`config.mk`:
```
export PLATFORM = sky130hd
export DESIGN_NAME = smx_front
export DESIGN_NICKNAME = d
export VERILOG_FILES = /design/src/design/smx_pkg.sv /design/src/design/smx_front.sv
export SDC_FILE = /design/constraint.sdc
export NUM_CORES = 2
export LEC_CHECK = 0
export BUFFER_PORTS_ARGS = -buffer_cell sky130_fd_sc_hd__buf_4
export CORE_UTILIZATION = 43
export DETAILED_ROUTE_END_ITERATION = 16
export MAX_ROUTING_LAYER = met4
export PLACE_DENSITY_LB_ADDON = 0.2
export SYNTH_ARGS = -nofsm -noshare
export SYNTH_HDL_FRONTEND = slang
export SYNTH_SLANG_ARGS = --single-unit
```
`constraint.sdc`:
```
create_clock -name clk -period 5.87 [get_ports clk]
set_input_delay 0 -clock clk [delete_from_list [all_inputs] [get_ports clk]]
set_output_delay 0 -clock clk [all_outputs]
set_load 0.05 [all_outputs]
```
`src/design/smx_pkg.sv`:
```
// Shared types, constants and the exponent table for the softmax vector unit.
`default_nettype none
package smx_pkg;

  localparam int MaxLenDefault = 64;
  localparam int ExpTableBitsDefault = 8;
  localparam logic [16:0] Log2eQ16 = 17'd94548;
  localparam logic [23:0] SumMax = 24'hFFFFFF;

  typedef struct packed {
    logic signed [15:0] value;
    logic signed [15:0] loss;
    logic               last;
  } in_item_t;

  typedef struct packed {
    logic signed [31:0] result;
    logic               last_out;
    logic               overflow;
  } out_item_t;

  // Job handed from the loader to the compute engine once a vector closes.
  typedef struct packed {
    logic [10:0]        count;
    logic signed [15:0] vmax;
    logic               overflow;
  } job_t;

  // Fractional powers 2^(-2^-(j+1)) in Q0.30.
  function automatic logic [29:0] pow2_entry(input logic [3:0] j);
    logic [29:0] r;
    begin
      case (j)
        4'd0:  r = 30'd759250125;
        4'd1:  r = 30'd902905656;
        4'd2:  r = 30'd984625594;
        4'd3:  r = 30'd1028218693;
        4'd4:  r = 30'd1050733751;
        4'd5:  r = 30'd1062175491;
        4'd6:  r = 30'd1067942999;
        4'd7:  r = 30'd1070838486;
        4'd8:  r = 30'd1072289172;
        4'd9:  r = 30'd1073015247;
        4'd10: r = 30'd1073378473;
        4'd11: r = 30'd1073560133;
        default: r = 30'd0;
      endcase
      return r;
    end
  endfunction

endpackage
`default_nettype wire

```
`src/design/smx_front.sv`:
```
// Front part: stores elements, tracks the maximum and closes vectors into jobs.
`default_nettype none
module smx_front #(
  parameter int MAX_LEN = smx_pkg::MaxLenDefault
) (
  input  wire logic                   clk,
  input  wire logic                   rst,
  input  wire logic                   accept,
  input  wire smx_pkg::in_item_t      item,
  output logic                        job_valid,
  output smx_pkg::job_t               job,
  input  wire logic                   job_take,
  input  wire logic [$clog2(MAX_LEN)-1:0] rd_addr,
  output logic signed [15:0]          rd_value,
  output logic signed [15:0]          rd_loss
);
  localparam int AW = $clog2(MAX_LEN);

  logic signed [15:0] value_store [MAX_LEN];
  logic signed [15:0] loss_store [MAX_LEN];
  logic [10:0]        count;
  logic signed [15:0] vmax;
  logic               ovf;
  logic               room;

  assign room = count < 11'(MAX_LEN);

  always_ff @(posedge clk) begin
    if (accept && room) begin
      value_store[count[AW-1:0]] <= item.value;
      loss_store[count[AW-1:0]]  <= item.loss;
    end
    rd_value <= value_store[rd_addr];
    rd_loss  <= loss_store[rd_addr];
  end

  // Vector accumulation; one closed job held until the engine takes it.
  always_ff @(posedge clk) begin
    if (rst) begin
      count     <= '0;
      vmax      <= -16'sd32768;
      ovf       <= 1'b0;
      job_valid <= 1'b0;
    end else begin
      if (job_take) job_valid <= 1'b0;
      if (accept) begin
        if (item.last) begin
          job.count    <= room ? count + 11'd1 : count;
          job.vmax     <= (room && item.value > vmax) ? item.value : vmax;
          job.overflow <= ovf || !room;
          job_valid    <= 1'b1;
          count        <= '0;
          vmax         <= -16'sd32768;
          ovf          <= 1'b0;
        end else if (room) begin
          count <= count + 11'd1;
          if (item.value > vmax) vmax <= item.value;
        end else begin
          ovf <= 1'b1;
        end
      end
    end
  end
endmodule
`default_nettype wire

```
# Yosys cells after proc, flatten, opt, wreduce, memory -nomap -nowiden
# Memories as Yosys holds them, arrays and structs flattened. A register that Yosys moved wholly into a read port is not among the register bits.
# Index checks and enable logic that the tools add are counted.
[totals]
ramBits = 2048
n_memories = 2
inputBits = 43
output_inout_bits = 61
regBits = 57
word_cells = 36
[memory_table]
columns = ["memory", "words", "word_bits", "read_ports", "rd_ports_with_merged_regs", "wr", "line", "rtl"]
rows = [
  ["loss_store", 64, 16, 1, 1, 1, "smx_front.sv:20", "logic signed [15:0] loss_store [MAX_LEN];"],
  ["value_store", 64, 16, 1, 1, 1, "smx_front.sv:19", "logic signed [15:0] value_store [MAX_LEN];"],
]
[op_classes]
add_sub_neg = 1
muxes = 13
bitwise = 1
n_reduce_logical = 9
n_eq_ne = 1
magnitude_cmp = 2
[ops]
columns = ["operator", "count"]
rows = [
  ["16-bit 2-to-1 mux", 4],
  ["11-bit 2-to-1 mux", 2],
  ["16-bit > comparator", 1],
  ["11-bit by 1-bit adder with 11-bit output (second input constant)", 1],
  ["11-bit by 7-bit less-than comparator with 1-bit output (second input constant)", 1],
  ["1-bit 2-to-1 mux", 7],
  ["3-bit AND reduction", 2],
  ["2-bit nonzero test", 2],
  ["1-bit logical AND", 2],
  ["2-bit != test (second input constant)", 1],
  ["2-bit AND reduction", 1],
  ["1-bit logical NOT", 1],
  ["1-bit logical OR", 1],
  ["1-bit NOT", 1],
]

# Longest topological paths before layout
[depth]
depth_word = 4
mapped_depth = 10
depth_no_buf = 8

# Worst setup path before layout
# OpenSTA, ideal clock, no wires.
[synth_timing]
path_kind = "reg-to-reg"
from = "reg count[6]"
to = "mem loss_store[0][0] (enable)"
path_stages_with_launch = 7
setup_ps = 501
n_path_buf = 1
arrival_ps = 4856
period_less_slack_ps = 5357
slack_ps = 513
path_cell_list = "dfxtp_1 -> or4_1 -> clkbuf_1 -> or2_2 -> nor3b_1 -> nand2_1 -> nor4_1"
[synth_via]
elab_chain_len = 4
[synth_lines]
columns = ["element", "line", "rtl"]
rows = [
  ["from (decl)", "smx_front.sv:21", "logic [10:0] count;"],
  ["from (signal assigned)", "smx_front.sv:56", "count <= count + 11'd1;"],
  ["11-bit by 7-bit less-than comparator with 1-bit output", "smx_front.sv:26", "assign room = count < 11'(MAX_LEN);"],
  ["1-bit logical AND", "smx_front.sv:29", "if (accept && room) begin"],
  ["1-bit 2-to-1 mux", "smx_front.sv:29", ""],
  ["1-bit 2-to-1 mux (implied by the code)", "smx_front.sv:31", "loss_store[count[AW-1:0]] <= item.loss;"],
  ["to (decl)", "smx_front.sv:20", ""],
]
# No other way between the ends.

# Final worst setup path
[layout_timing]
from = "reg count[6]"
to = "mem loss_store[9][0] (enable)"
# Same word-level chain as after synthesis.

==> summary.md <==
| Metric | Value |
|---|---|
| Status | `finished, violations left` |
| Failing checks | `DRC` |
| Critical Path Source Type | `flip-flop` |
| Final Slew Violations | `0` |
| Worst-path clk slew | `0.06 ns` |
| CTS tree | `built` |
| Setup slack, reg-to-reg | `1.79 ns` |
| Final period utilization | `69.6%` |
| Post-synth top cells | `2,076 x edfxtp_1, 641 x mux4_2, 88 x clkbuf_1, 65 x nor2_1, 61 x dfxtp_1` |
| Vias in the first global route | `37,600` |
| Seq cells post-synth | `2,137` |
| CTS root buf | `clkbuf_16` |
| End of the worst register-to-register path | `loss_store[9][0]$_DFFE_PP_` |
| Final HPWL from detailed placement | `118,000 µm` |
| Top cell type's share of synthesized area | `76.5%` |
| # clock sinks | `2,137` |
| Post-CTS setup buffer count | `0` |
| Tmin final | `4.08 ns` |
| IO Port Bufs | `103` |
| Die Wd | `437 µm` |
| Syn Std Cell Area | `81,500 µm²` |
| Post-synth EDFFs | `2,076` |
| CP Launch Point | `count[6]$_SDFFE_PP0P_` |
| Worst setup EP type | `flip-flop` |
| Detail Route Antenna Nets | `0` |
| Crit path kind | `flip-flop to flip-flop` |
| FFs w/ async S/R, synth | `0%` |
| Worst slew pin tran | `1.20 ns` |
| Vias per inst | `5.86` |
| Main synth FF type | `edfxtp_1` |
| FF-to-FF Start | `count[6]$_SDFFE_PP0P_` |
| Data required time of the worst path | `6.39 ns` |
| Largest net degree at the start of global routing | `77` |
| Core area | `188,000 µm²` |
| Relative slew margins | `20.1%` |
| Average size of a mapped cell | `24.2 µm²` |
| Count of final setup violators | `0` |
| Fmax | `245 MHz` |
| Cell count of the worst reg-to-reg path | `5` |
| Critical Path Sink | `loss_store[9][0]$_DFFE_PP_` |
| Via Count | `37,200` |
| Worst hold path type | `input port to flip-flop` |
| Fin nets | `3,713` |
| Gr usage total | `22.0%` |
| First-pass GRT wire length | `287,000 µm` |
| Seq/Total Area, Yosys | `78.0%` |
| Synth Instances | `3,360` |
| Clock Latency Late Sink | `0.86 ns` |
| H-tree depth | `4` |
| Die Ht | `437 µm` |
| Post-Layout Cell Count | `6,338` |
| Cell taking the most area after synthesis | `edfxtp_1` |
| Total CTS buffers | `217` |
| Final hold vios | `0` |
| Starting Density | `43.3%` |
| Fin Clk Skew | `0.0361 ns` |
| Syn nets | `3,420` |
| Core Util, Final | `49.7%` |
| Synth top area cells | `edfxtp_1 77%, mux4_2 18%, dfxtp_1 1.5%` |
| Die area | `191,000 µm²` |
| DRC Markers | `4` |
| Pleak | `29.0 nW` |
| Most common cell in the netlist | `edfxtp_1` |
| VDD IR max | `0.294 mV` |
| Final setup TNS | `0 ns` |
| Crit path arrival time | `4.60 ns` |
| CP max FO | `18` |
| Max_cap viols | `0` |
| Final WL | `202,000 µm` |
| Pwr Density | `344 nW/µm²` |
| DRT iter0 DRCs | `4,061` |
| GR Overflow Total | `0` |
| Io pins | `104` |
| Drt first pass iters | `13` |
| Routability Congestion | `0.799` |
| Maximum buffer depth of the clock tree | `3` |
| Placed cell count | `5,885` |
| Row cnt | `159` |
| Synth unique cells | `47` |
| Antenna violations before repair | `29` |
| Fillers | `14,800` |
| DR WL/cell | `31.9 µm` |
| Area Growth Syn to Fin | `14.8%` |
| Share of cells above drive strength 1 | `32.5%` |
| Warnings from Yosys | `0` |
| RSZ-0062 raised after global routing | `false` |
## logic make-up after synthesis
logic type	after synthesis	share of synthesized area, %
compound gates	118	0.954
xor+xnor	5	0.0538
fa+ha+maj	17	0.261
buf+inv	209	1.19
flops	2137	78.0
mux	693	18.4
simple gates	181	1.12
## final cells by class
| cell class | instances | area, µm² | share of cell area (%) |
|---|---|---|---|
| clock inverter | 123 | 1190 | 1.27 |
| timing repair buffer | 264 | 2280 | 2.44 |
| antenna | 3 | 7.51 | 0.00803 |
| tap | 2495 | 3120 | 3.34 |
| sequential | 2137 | 63600 | 68.0 |
| multi-input combinational | 1014 | 17400 | 18.6 |
| clock buffer | 283 | 5850 | 6.26 |
| inverter | 19 | 71.3 | 0.0763 |
## worst min-delay path by stage
stage | start | endpoint | slack [ns] | cells past startpoint
final | item[25] | value_store[56][8]$_DFFE_PP_ | 0.06 | 2
after floorplan | item[1] | loss_store[0][0]$_DFFE_PP_ | 0.1 | 0
after global routing | rst | count[3]$_SDFFE_PP0P_ | 0.07 | 3
after CTS | item[25] | value_store[56][8]$_DFFE_PP_ | 0.03 | 2
after detailed placement | job_take | job_valid$_SDFF_PP0_ | 0.28 | 3
after global placement | job_take | job_valid$_SDFF_PP0_ | 0.27 | 3
## critical path, stage by stage (launching register included)
cell and delay [ns]:
dfxtp_1 0.32, or4_1 0.64, nor2_2 0.53, nand4_1 0.85
nor2_4 0.96, buf_4 0.41
## per-layer routing
layer | global-route usage (%) | wire length (µm) | up-vias
li1 | - | - | 15100
met1 | 31.1 | 87400 | 20600
met2 | 34.0 | 98300 | 1233
met3 | 3.13 | 12800 | 244
met4 | 5.09 | 3990 | 0
met5 | - | 0 | -
## power breakdown
| part | internal [mW] | switching, mW | total [mW] |
|---|---|---|---|
| registers | 16.8 | 0.0307 | 16.8 |
| logic | 0.641 | 1.06 | 1.70 |
| clock network | 7.77 | 5.86 | 13.6 |
| total | 25.2 | 6.95 | 32.1 |
## registers in the layout (all words and copies together), names as in the netlist
name and cells:
job 28, job_valid 1, rd_value 16, ovf 1
vmax 16, loss_store 1024, value_store 1024, rd_loss 16
count 11
## cell usage in the layout (no fill, tap or decap), types with 7 or more instances in the layout
master	instances
dfxtp_1	61
clkinv_1	51
or3_1	7
a211oi_1	36
ha_1	17
mux4_2	641
nor2_1	10
buf_12	13
clkinv_2	38
nor2_4	55
edfxtp_1	2076
nand2_1	18
nand4_1	21
bufinv_16	16
inv_1	19
mux2i_1	34
clkbuf_16	222
nor3_2	8
o211ai_1	15
nand3_1	9
clkbuf_8	8
a21oi_1	42
inv_16	9
nor2b_1	29
buf_4	203
dlygate4sd3_1	44
clkbuf_1	54
mux2_2	18
## through the flow
step	area [µm²]	setup WS [ns]	total power, mW	hold slack, ns
2_1_floorplan	81500	0.513	18.1	0.0989
3_5_place_dp	86000	1.81	18.9	0.280
5_1_grt	93500	1.65	33.1	0.0661
3_3_place_gp	86000	1.93	18.8	0.267
6_report	93500	1.79	32.1	0.0644
4_1_cts	93500	1.78	32.4	0.0295
## timing repair
action | CTS | global route
gates resized for setup | 0 | 0
endpoints found under the setup margin | 0 | 0
hold buffers | 44 | 0
endpoints found under the hold margin | 2050 | 0
No activity file was read; power rests on OpenSTA's default activity.
