===== src/design/smx_pkg.sv =====
// Shared types, constants and the exponent table for the softmax vector unit.
`default_nettype none
package smx_pkg;

  localparam int MaxLenDefault = 64;
  localparam int ExpTableBitsDefault = 8;
  localparam logic [16:0] Log2eQ16 = 17'd94548;
  localparam logic [23:0] SumMax = 24'hFFFFFF;

  typedef struct packed {
    logic signed [15:0] value;
    logic signed [15:0] loss;
    logic               last;
  } in_item_t;

  typedef struct packed {
    logic signed [31:0] result;
    logic               last_out;
    logic               overflow;
  } out_item_t;

  // Job handed from the loader to the compute engine once a vector closes.
  typedef struct packed {
    logic [10:0]        count;
    logic signed [15:0] vmax;
    logic               overflow;
  } job_t;

  // Fractional powers 2^(-2^-(j+1)) in Q0.30.
  function automatic logic [29:0] pow2_entry(input logic [3:0] j);
    logic [29:0] r;
    begin
      case (j)
        4'd0:  r = 30'd759250125;
        4'd1:  r = 30'd902905656;
        4'd2:  r = 30'd984625594;
        4'd3:  r = 30'd1028218693;
        4'd4:  r = 30'd1050733751;
        4'd5:  r = 30'd1062175491;
        4'd6:  r = 30'd1067942999;
        4'd7:  r = 30'd1070838486;
        4'd8:  r = 30'd1072289172;
        4'd9:  r = 30'd1073015247;
        4'd10: r = 30'd1073378473;
        4'd11: r = 30'd1073560133;
        default: r = 30'd0;
      endcase
      return r;
    end
  endfunction

endpackage
`default_nettype wire


===== src/design/smx_exp.sv =====
// Iterative exponential unit: e = exp(-m) in unsigned Q1.16, one table step a cycle.
`default_nettype none
module smx_exp #(
  parameter int EXP_TABLE_BITS = smx_pkg::ExpTableBitsDefault
) (
  input  wire logic        clk,
  input  wire logic        rst,
  input  wire logic        start,
  input  wire logic [15:0] m,
  output logic             done,
  output logic [16:0]      e
);
  localparam int StepW = $clog2(EXP_TABLE_BITS + 1);

  logic [1:0]       phase;
  logic [StepW-1:0] step;
  logic [32:0]      t;
  logic [31:0]      acc;
  logic [59:0]      prod;
  logic [4:0]       k;
  logic [3:0]       tab_idx;
  logic [31:0]      round_add;
  logic [31:0]      shifted;

  localparam logic [1:0] PhIdle = 2'd0;
  localparam logic [1:0] PhStep = 2'd2;
  localparam logic [1:0] PhOut  = 2'd3;

  assign tab_idx = 4'(step);
  assign k = t[28:24];
  // Step multiply: 31-bit acc by 30-bit table entry.
  assign prod = 60'(acc[30:0]) * 60'(smx_pkg::pow2_entry(tab_idx));
  assign round_add = (t[32:24] >= 9'd17) ? 32'd0 : (32'd1 << (5'd13 + k));
  assign shifted = (acc + round_add) >> (5'd14 + k);

  // Sequencer over the table bits.
  always_ff @(posedge clk) begin
    done <= 1'b0;
    if (rst) begin
      phase <= PhIdle;
    end else begin
      case (phase)
        PhIdle: begin
          if (start) begin
            t     <= 33'(m) * 33'(smx_pkg::Log2eQ16);
            acc   <= 32'd1 << 30;
            step  <= '0;
            phase <= PhStep;
          end
        end
        PhStep: begin
          if (step == StepW'(EXP_TABLE_BITS)) begin
            phase <= PhOut;
          end else begin
            if (t[5'd23 - 5'(step)]) begin
              acc <= 32'((prod + 60'd536870912) >> 30);
            end
            step <= step + 1'b1;
          end
        end
        PhOut: begin
          e     <= (t[32:24] >= 9'd17) ? 17'd0 : 17'(shifted);
          done  <= 1'b1;
          phase <= PhIdle;
        end
        default: phase <= PhIdle;
      endcase
    end
  end
endmodule
`default_nettype wire


===== src/design/smx_div.sv =====
// Restoring divider: q = num / den, one quotient bit a cycle.
`default_nettype none
module smx_div (
  input  wire logic        clk,
  input  wire logic        rst,
  input  wire logic        start,
  input  wire logic [40:0] num,
  input  wire logic [23:0] den,
  output logic             done,
  output logic [17:0]      q
);
  logic        busy;
  logic [5:0]  cnt;
  logic [40:0] n;
  logic [24:0] rem;
  logic [24:0] trial;
  logic [40:0] quo;

  assign trial = {rem[23:0], n[40]} - {1'b0, den};

  always_ff @(posedge clk) begin
    done <= 1'b0;
    if (rst) begin
      busy <= 1'b0;
    end else if (start) begin
      busy <= 1'b1;
      n    <= num;
      rem  <= '0;
      quo  <= '0;
      cnt  <= 6'd41;
    end else if (busy) begin
      n <= {n[39:0], 1'b0};
      if (!trial[24]) begin
        rem <= trial;
        quo <= {quo[39:0], 1'b1};
      end else begin
        rem <= {rem[23:0], n[40]};
        quo <= {quo[39:0], 1'b0};
      end
      cnt <= cnt - 1'b1;
      if (cnt == 6'd1) begin
        busy <= 1'b0;
        done <= 1'b1;
      end
    end
  end

  assign q = quo[17:0];
endmodule
`default_nettype wire


===== src/design/smx_engine.sv =====
// Back part: exp pass for the sum, then a second exp pass with divide, the gradient in backward mode, and emit.
`default_nettype none
module smx_engine #(
  parameter int MAX_LEN = smx_pkg::MaxLenDefault,
  parameter int EXP_TABLE_BITS = smx_pkg::ExpTableBitsDefault
) (
  input  wire logic                       clk,
  input  wire logic                       rst,
  input  wire logic                       mode,
  input  wire logic                       job_valid,
  input  wire smx_pkg::job_t              job,
  output logic                            job_take,
  output logic [$clog2(MAX_LEN)-1:0]      rd_addr,
  input  wire logic signed [15:0]         rd_value,
  input  wire logic signed [15:0]         rd_loss,
  output logic                            out_valid,
  output smx_pkg::out_item_t              out_item,
  input  wire logic                       out_take
);
  localparam int AW = $clog2(MAX_LEN);

  localparam logic [2:0] StIdle  = 3'd0;
  localparam logic [2:0] StRead  = 3'd1;
  localparam logic [2:0] StExp   = 3'd2;
  localparam logic [2:0] StDiv   = 3'd3;
  localparam logic [2:0] StGrad  = 3'd4;
  localparam logic [2:0] StGrad2 = 3'd5;
  localparam logic [2:0] StEmit  = 3'd6;

  logic [2:0]         state;
  logic               pass2;
  logic [10:0]        idx;
  smx_pkg::job_t      cur;
  logic [23:0]        sum;
  logic               exp_start;
  logic               exp_done;
  logic [16:0]        e_val;
  logic               div_start;
  logic               div_done;
  logic [17:0]        a;
  logic [33:0]        g_prod;
  logic [16:0]        g;
  logic signed [15:0] loss_q;
  logic signed [34:0] p;
  logic [24:0]        sum_add;
  logic [15:0]        mdiff;

  assign rd_addr = idx[AW-1:0];
  assign mdiff = 16'(cur.vmax - rd_value);
  assign sum_add = 25'(sum) + 25'(e_val);

  smx_exp #(.EXP_TABLE_BITS(EXP_TABLE_BITS)) u_exp (
    .clk(clk), .rst(rst), .start(exp_start), .m(mdiff), .done(exp_done), .e(e_val)
  );

  smx_div u_div (
    .clk(clk), .rst(rst), .start(div_start),
    .num({8'd0, e_val, 16'd0} + 41'(sum >> 1)), .den(sum),
    .done(div_done), .q(a)
  );

  // Per element sequencer.
  always_ff @(posedge clk) begin
    exp_start <= 1'b0;
    div_start <= 1'b0;
    job_take  <= 1'b0;
    if (rst) begin
      state     <= StIdle;
      out_valid <= 1'b0;
    end else begin
      case (state)
        StIdle: begin
          if (job_valid && !job_take) begin
            cur      <= job;
            job_take <= 1'b1;
            sum      <= '0;
            idx      <= '0;
            pass2    <= 1'b0;
            state    <= StRead;
          end
        end
        StRead: begin
          // Read data of the stores is registered, so the exp unit starts from this state.
          exp_start <= 1'b1;
          state     <= StExp;
        end
        StExp: begin
          if (exp_done) begin
            loss_q <= rd_loss;
            if (!pass2) begin
              sum <= (sum_add > 25'(smx_pkg::SumMax)) ? smx_pkg::SumMax : sum_add[23:0];
              if (idx + 11'd1 == cur.count) begin
                idx   <= '0;
                pass2 <= 1'b1;
              end else begin
                idx <= idx + 11'd1;
              end
              state <= StRead;
            end else begin
              div_start <= 1'b1;
              state     <= StDiv;
            end
          end
        end
        StDiv: begin
          if (div_done) begin
            if (mode) begin
              g_prod <= 34'(a) * 34'(18'd65536 - a);
              state  <= StGrad;
            end else begin
              out_item.result <= 32'(a);
              state           <= StEmit;
            end
          end
        end
        StGrad: begin
          g     <= 17'((g_prod + 34'd32768) >> 16);
          state <= StGrad2;
        end
        StGrad2: begin
          p     <= 35'(loss_q) * $signed({18'd0, g}) + 35'sd128;
          state <= StEmit;
          pass2 <= 1'b1;
        end
        StEmit: begin
          if (!out_valid) begin
            if (mode) out_item.result <= 32'(p >>> 8);
            out_item.last_out <= (idx + 11'd1 == cur.count);
            out_item.overflow <= cur.overflow;
            out_valid <= 1'b1;
          end else if (out_take) begin
            out_valid <= 1'b0;
            if (out_item.last_out) begin
              state <= StIdle;
            end else begin
              idx   <= idx + 11'd1;
              state <= StRead;
            end
          end
        end
        default: state <= StIdle;
      endcase
    end
  end
endmodule
`default_nettype wire


===== config.mk =====
export PLATFORM = sky130hd
export DESIGN_NAME = smx_engine
export DESIGN_NICKNAME = d
export VERILOG_FILES = /design/src/design/smx_pkg.sv /design/src/design/smx_exp.sv /design/src/design/smx_div.sv /design/src/design/smx_engine.sv
export SDC_FILE = /design/constraint.sdc
export NUM_CORES = 2
export LEC_CHECK = 0
export BUFFER_PORTS_ARGS = -buffer_cell sky130_fd_sc_hd__buf_2
export CELL_PAD_IN_SITES_DETAIL_PLACEMENT = 1
export CELL_PAD_IN_SITES_GLOBAL_PLACEMENT = 1
export CORE_MARGIN = 2
export CORE_UTILIZATION = 53
export DETAILED_ROUTE_END_ITERATION = 16
export GPL_ROUTABILITY_DRIVEN = 0
export PLACE_DENSITY_LB_ADDON = 0.1
export SYNTH_ARGS = -nofsm -noshare
export SYNTH_HDL_FRONTEND = slang
export SYNTH_SLANG_ARGS = --single-unit

===== constraint.sdc =====
create_clock -name clk -period 10.7 [get_ports clk]
set_input_delay 2.14 -clock clk [delete_from_list [all_inputs] [get_ports clk]]
set_output_delay 2.14 -clock clk [all_outputs]
set_load 0.02 [all_outputs]

======== Word level (Yosys, flattened, before mapping) ========
Memory sizes are Yosys's and may differ from the RTL's. A register that Yosys moved wholly into a read port is not among the register bits.
Cells that the tools add are included.
operators by class
  $add $sub $neg .......................... 15
  multipliers ............................. 4
  order comparisons ....................... 3
  equal/unequal tests ..................... 25
  shift-type cells ........................ 2
  muxes and demuxes ....................... 63
  bitwise operators ....................... 6
  reduce and logical (&&, ||, !) cells .... 30
operators by type and width
  kind                                                                               count
  32-bit 2-to-1 mux                                                                  7
  24-bit 2-to-1 mux                                                                  6
  32-bit case mux with 2 select lines                                                2
  41-bit 2-to-1 mux                                                                  2
  11-bit 2-to-1 mux                                                                  7
  60-bit by 30-bit adder with 60-bit output, second input constant                   1
  31-bit by 30-bit multiplier with 60-bit output                                     1
  24-bit case mux with 2 select lines                                                1
  34-bit by 9-bit adder with 35-bit output, second input constant                    1
  33-bit by 23-bit adder with 34-bit output                                          1
  16-bit by 18-bit multiplier with 34-bit output                                     1
  34-bit 2-to-1 mux                                                                  1
  33-bit by 16-bit adder with 33-bit output, second input constant                   1
  19-bit by 19-bit multiplier with 33-bit output                                     1
  11-bit case mux with 3 select lines                                                1
  32-bit adder                                                                       1
  1-bit by 5-bit << shifter with 32-bit output, first input constant                 1
  32-bit by 5-bit right shift with 17-bit output                                     1
  16-bit by 15-bit multiplier with 31-bit output, second input constant              1
  24-bit by 17-bit adder with 25-bit output                                          1
  25-bit by 24-bit greater-than comparator with 1-bit output, second input constant  1
  25-bit by 24-bit subtractor with 25-bit output                                     1
  3-bit case mux with 7 select lines                                                 1
  2-bit != test, second input constant                                               10
  other kinds (42)                                                                   96
storage, ports and cells
  register bits ........................... 384
  bits in read-only memories .............. 480
  input port bits ......................... 65
  memories kept ........................... 1
memory list
  memory           words  width  rd ports  clocked after Yosys merged registers in  write ports  line           text
  (no name shown)  16     30     1         1                                        0            smx_pkg.sv:33  case (j)

======== Longest topological paths before layout ========
  depth after elaboration ................. 6
  gate-level depth with buffers ........... 37

======== Cells and area by module ========
Synthesis repeated with hierarchy kept, for this count alone.
second synthesis, totals
  cell total of the unflattened synthesis .. 7990
  area total of the unflattened synthesis .. 75716.4 µm²
by module, submodules not included
  module      instances  cells an instance  area each (µm²)  seq. area each (µm²)
  smx_exp     1          4582               41761.3          2972.9
  smx_engine  1          2953               28651.2          5275.1
  smx_div     1          455                5303.8           2712.6

======== Worst setup path before layout ========
OpenSTA, ideal clock, no wires.
  path kind ............................... in2reg
  start point ............................. in rd_value[0]
  end point ............................... reg u_exp.t[27] (data pin)
  library setup time ...................... 0.258 ns
  arrival ................................. 9.047 ns
  required time ........................... 10.442 ns
  setup slack ............................. 1.396 ns
  stages .................................. 32
  path buffers ............................ 0
  cell sequence ........................... ha_1 inv_1 fa_1 a21o_1 a21oi_1 o21ai_1 a21oi_1 o21bai_1 a21oi_1 o21bai_1 a2111o_1 a31oi_1 o21ai_1 xor2_1 ha_1 ha_1 fa_1 inv_1 fa_1 inv_1 fa_1 fa_1 ha_1 a21o_1 a21o_1 a21oi_1 o21a_1 o21ai_1 a211oi_1 o21bai_1 a21oi_1 xnor2_1
between the ends
  word-level cells in the longest chain between the ends .. 2
RTL lines
  element                                         line              text
  start: declaration                              smx_engine.sv:14  input wire logic signed [15:0] rd_value,
  16-bit subtractor                               smx_engine.sv:49  assign mdiff = 16'(cur.vmax - rd_value);
  16-bit by 15-bit multiplier with 31-bit output  smx_exp.sv:45     t <= 33'(m) * 33'(smx_pkg::Log2eQ16);
  end signal: assignment                          smx_exp.sv:45
  end: declaration                                smx_exp.sv:17     logic [32:0] t;
Every way passes these cells.
A chain may end at the register's enable or synchronous reset.

======== Final worst setup path ========
  start point ............................. reg u_div.quo[1]
  end point ............................... reg g_prod[32] (data pin)
between the ends
  word-level cells in the longest chain between the ends .. 2
RTL lines
  element                                           line               text
  start: declaration                                smx_div.sv:17      logic [40:0] quo;
  start signal: assignment                          smx_div.sv:35      quo <= {quo[39:0], 1'b1};
  start signal: assignment                          smx_div.sv:38      quo <= {quo[39:0], 1'b0};
  17-bit by 18-bit subtractor with 19-bit output    smx_engine.sv:108  g_prod <= 34'(a) * 34'(18'd65536 - a);
  19-bit by 19-bit multiplier with 33-bit output *  smx_engine.sv:108
  end signal: assignment                            smx_engine.sv:108
  end: declaration                                  smx_engine.sv:41   logic [33:0] g_prod;
Mark *: on every way between the ends. The rest lies on a longest branch, timed or not.

==> flow_summary.toml <==
[outcome]
status = "finished, final reports clean"

[synthesis]
yosys-top-cells-area = "fa_1 (36%), edfxtp_1 (14%), ha_1 (13%), inv_1 (8.1%), nand2_1 (4.7%)"
yosysTopAreaCell = "fa_1"
post_synth.cell_area_avg_sq_um = 9.47
async_flop_share_pct = 0
synth_most_common_cell = "inv_1"
ys_ff_latch = 379
synthFlopType = "edfxtp_1"
syn_inst = 7881
synth_warnings = 0
synth_cell_type_count = 97
syn-cell-area_sq_um = 74600
synth_common_cells = "inv_1 (1615), fa_1 (1355), nand2_1 (927), ha_1 (772), and2_1 (506)"
ys_seq_area_share_pct = 14.7
synth_edf_count = 337
netlist.area_leader.share_pct = 36.3

[place]
dp_slack_ns = 0.470
io_buffers = 106
postPlaceCellArea_sq_um = 77100
dp_hpwl_um = 171000

[sta]
rsz0062_at_grt = "false"
hold_viol = 0
tightest_slew_ns = 1.31
skew_ns = 0.0438
hold_ws_ns = 0.422
fin_ws_ns = 0.802
clock.fmax_ghz = 0.101
slew_violations = 0
timing.final.crit_share_pct = 92.5
finalSetupViolCount = 0
relSlewSlack_pct = 12.9
layout_min_cycle_time_ns = 9.90
fin_setup_tns_ns = 0

[clock_tree]
cts.sinks = 379
cts-resized-gates = 0
clockBufferDepth = 3
cts.reportedPaths.clkPinSlew_ns = 0.06
clk_latency_ns = 0.66
h-tree-depth = 2
cts_buffers = 48
ctsHoldBuffers = 0
cts_tree = "built"
post_cts_buffers = 0
cts-root-buf = "clkbuf_16"

[die]
core_area_sq_um = 140000
rows = 137
fp.dieArea_sq_um = 144000
initial_core_util_pct = 53.4
ios = 107
die_w_um = 379
die_y_um = 379

[layout]
nets = 9983
regArea_sq_um = 11000
design_area_sq_um = 78800
n_fill_cell = 15700
drive_above_1_share_pct = 5.17
multi_input_area_sq_um = 56200
area_growth_pct = 5.61

[min_path]
hold_depth = 0
hold_class = "reg -> reg"
hold_end = "out_item[0]"
min-delay-start = "cur[0]"

[critical_path]
endpoint_kind = "flip-flop"
start_kind = "flip-flop"
rr_startpoint = "u_div.quo[1]"
crit_fanout = 16
rr_worst_depth = 34
required_ns = 11.08
timing.rr.end = "g_prod[32]"
critPathSlowestCell = "fa_1"
r2r_slack_ns = 0.80
criticalPathCategory = "reg -> reg"
crit_arrival_ns = 10.28
cpPeakStageDelay_ns = 0.56
cpMostUsedCell = "fa_1"

[global_route]
grt_pass1_vias = 62100
grt_pass1_wl_um = 345000
antenna_found_initial = 8
grtUsageTotal_pct = 31.2
grt_overflow_total = 0
grt_max_degree = 75

[detailed_routing]
final_antenna_net_count = 0
drt_iter0_drc = 2790
num_vias = 54200
wl_um = 218000
avgRoutedWirePerCell_um = 22.4
vias_per_cell = 5.58
route.detailed.drc = 0
drt_pre_antenna_iters = 7

[flow_run]
drv_cap = 0
==> cell usage in the layout, fill, tap and decap left out, types with 22 or more instances in the layout <==
master     count
inv_1       1615
fa_1        1355
nand2_1      927
ha_1         772
and2_1       506
edfxtp_1     337
nor2_1       293
a21oi_1      230
nand2b_1     214
xnor2_1      156
nor2b_1      133
buf_4        123
buf_2        106
o21ai_0       92
xor2_1        84
a21o_1        75
nand3_1       69
nor3_1        57
mux2i_1       57
clkbuf_16     51
o21a_1        44
o21ai_1       37
and3_1        33
nand4_1       33
a211oi_1      30
mux2_2        30
dfxtp_1       27
o211ai_1      22
==> cells by family after synthesis <==
kind of cell	count (synthesis)	share of synthesized area, %
mux	101	1.61
fa+ha+maj	2127	49.3
xor+xnor	241	2.85
simple gates	2343	15.4
flops	379	14.7
buf+inv	1995	10.1
compound gates	694	6.01
other cells	1	0.00502
==> layout make-up <==
class	instances	share of cell area [%]
antenna	5	0.0159
clock buffer	59	1.68
multi-input combinational	5516	71.3
inverter	1617	7.70
tap	1876	2.98
sequential	379	13.9
clock inverter	31	0.527
timing repair buffer	229	1.84
==> critical path, delay by kind of cell (launching register included) <==
kind / cells / cell delay [ns]
adder cells (fa/ha/maj): 9 / 4.12
AND/OR/NAND/NOR: 11 / 2.64
AO/OA/AOI/OAI: 7 / 1.97
buffers and inverters: 6 / 0.46
flip-flops: 1 / 0.37
XOR/XNOR: 1 / 0.06
==> metal layers <==
| metal | track usage [%] | up-vias | wire length [um] |
|---|---|---|---|
| met2 | 56.8 | 1298 | 113000 |
| met3 | 3.13 | 478 | 8680 |
| li1 | - | 24100 | - |
| met5 | 0 | - | 28 |
| met1 | 36.9 | 28300 | 84800 |
| met4 | 14.4 | 4 | 11600 |
==> sequential cells by signal (all words and copies together), names as in the netlist, 3 cells and up, named ones only <==
name,count
state,3
u_div.n,41
idx,11
out_item,29
u_exp.step,4
g,17
u_div.rem,24
u_exp.e,17
u_div.cnt,6
u_exp.acc,31
cur,28
p,27
loss_q,16
sum,24
g_prod,18
u_div.quo,18
u_exp.t,25
==> through the flow <==
step | utilization, % | std cells
global route | 56.4 | 9711
finish | 56.4 | 9712
CTS | 56.4 | 9707
detailed placement | 55.2 | 9617
floorplan | - | 7890
global placement | 55.2 | 9617
==> how the worst max path moves through the flow <==
stage	to	depth (start not counted)	from
after floorplan	u_exp.t[27]	32	rd_value[0]
after global placement	u_exp.t[27]	33	rd_value[0]
after detailed placement	u_exp.t[27]	33	rd_value[0]
after CTS	g_prod[32]	34	u_div.quo[1]
after global routing	g_prod[32]	34	u_div.quo[1]
final	g_prod[32]	34	u_div.quo[1]
Power is left out: the tool's default activity adds up to more than one toggle a clock period on the data nets, which glitch-free logic cannot reach.
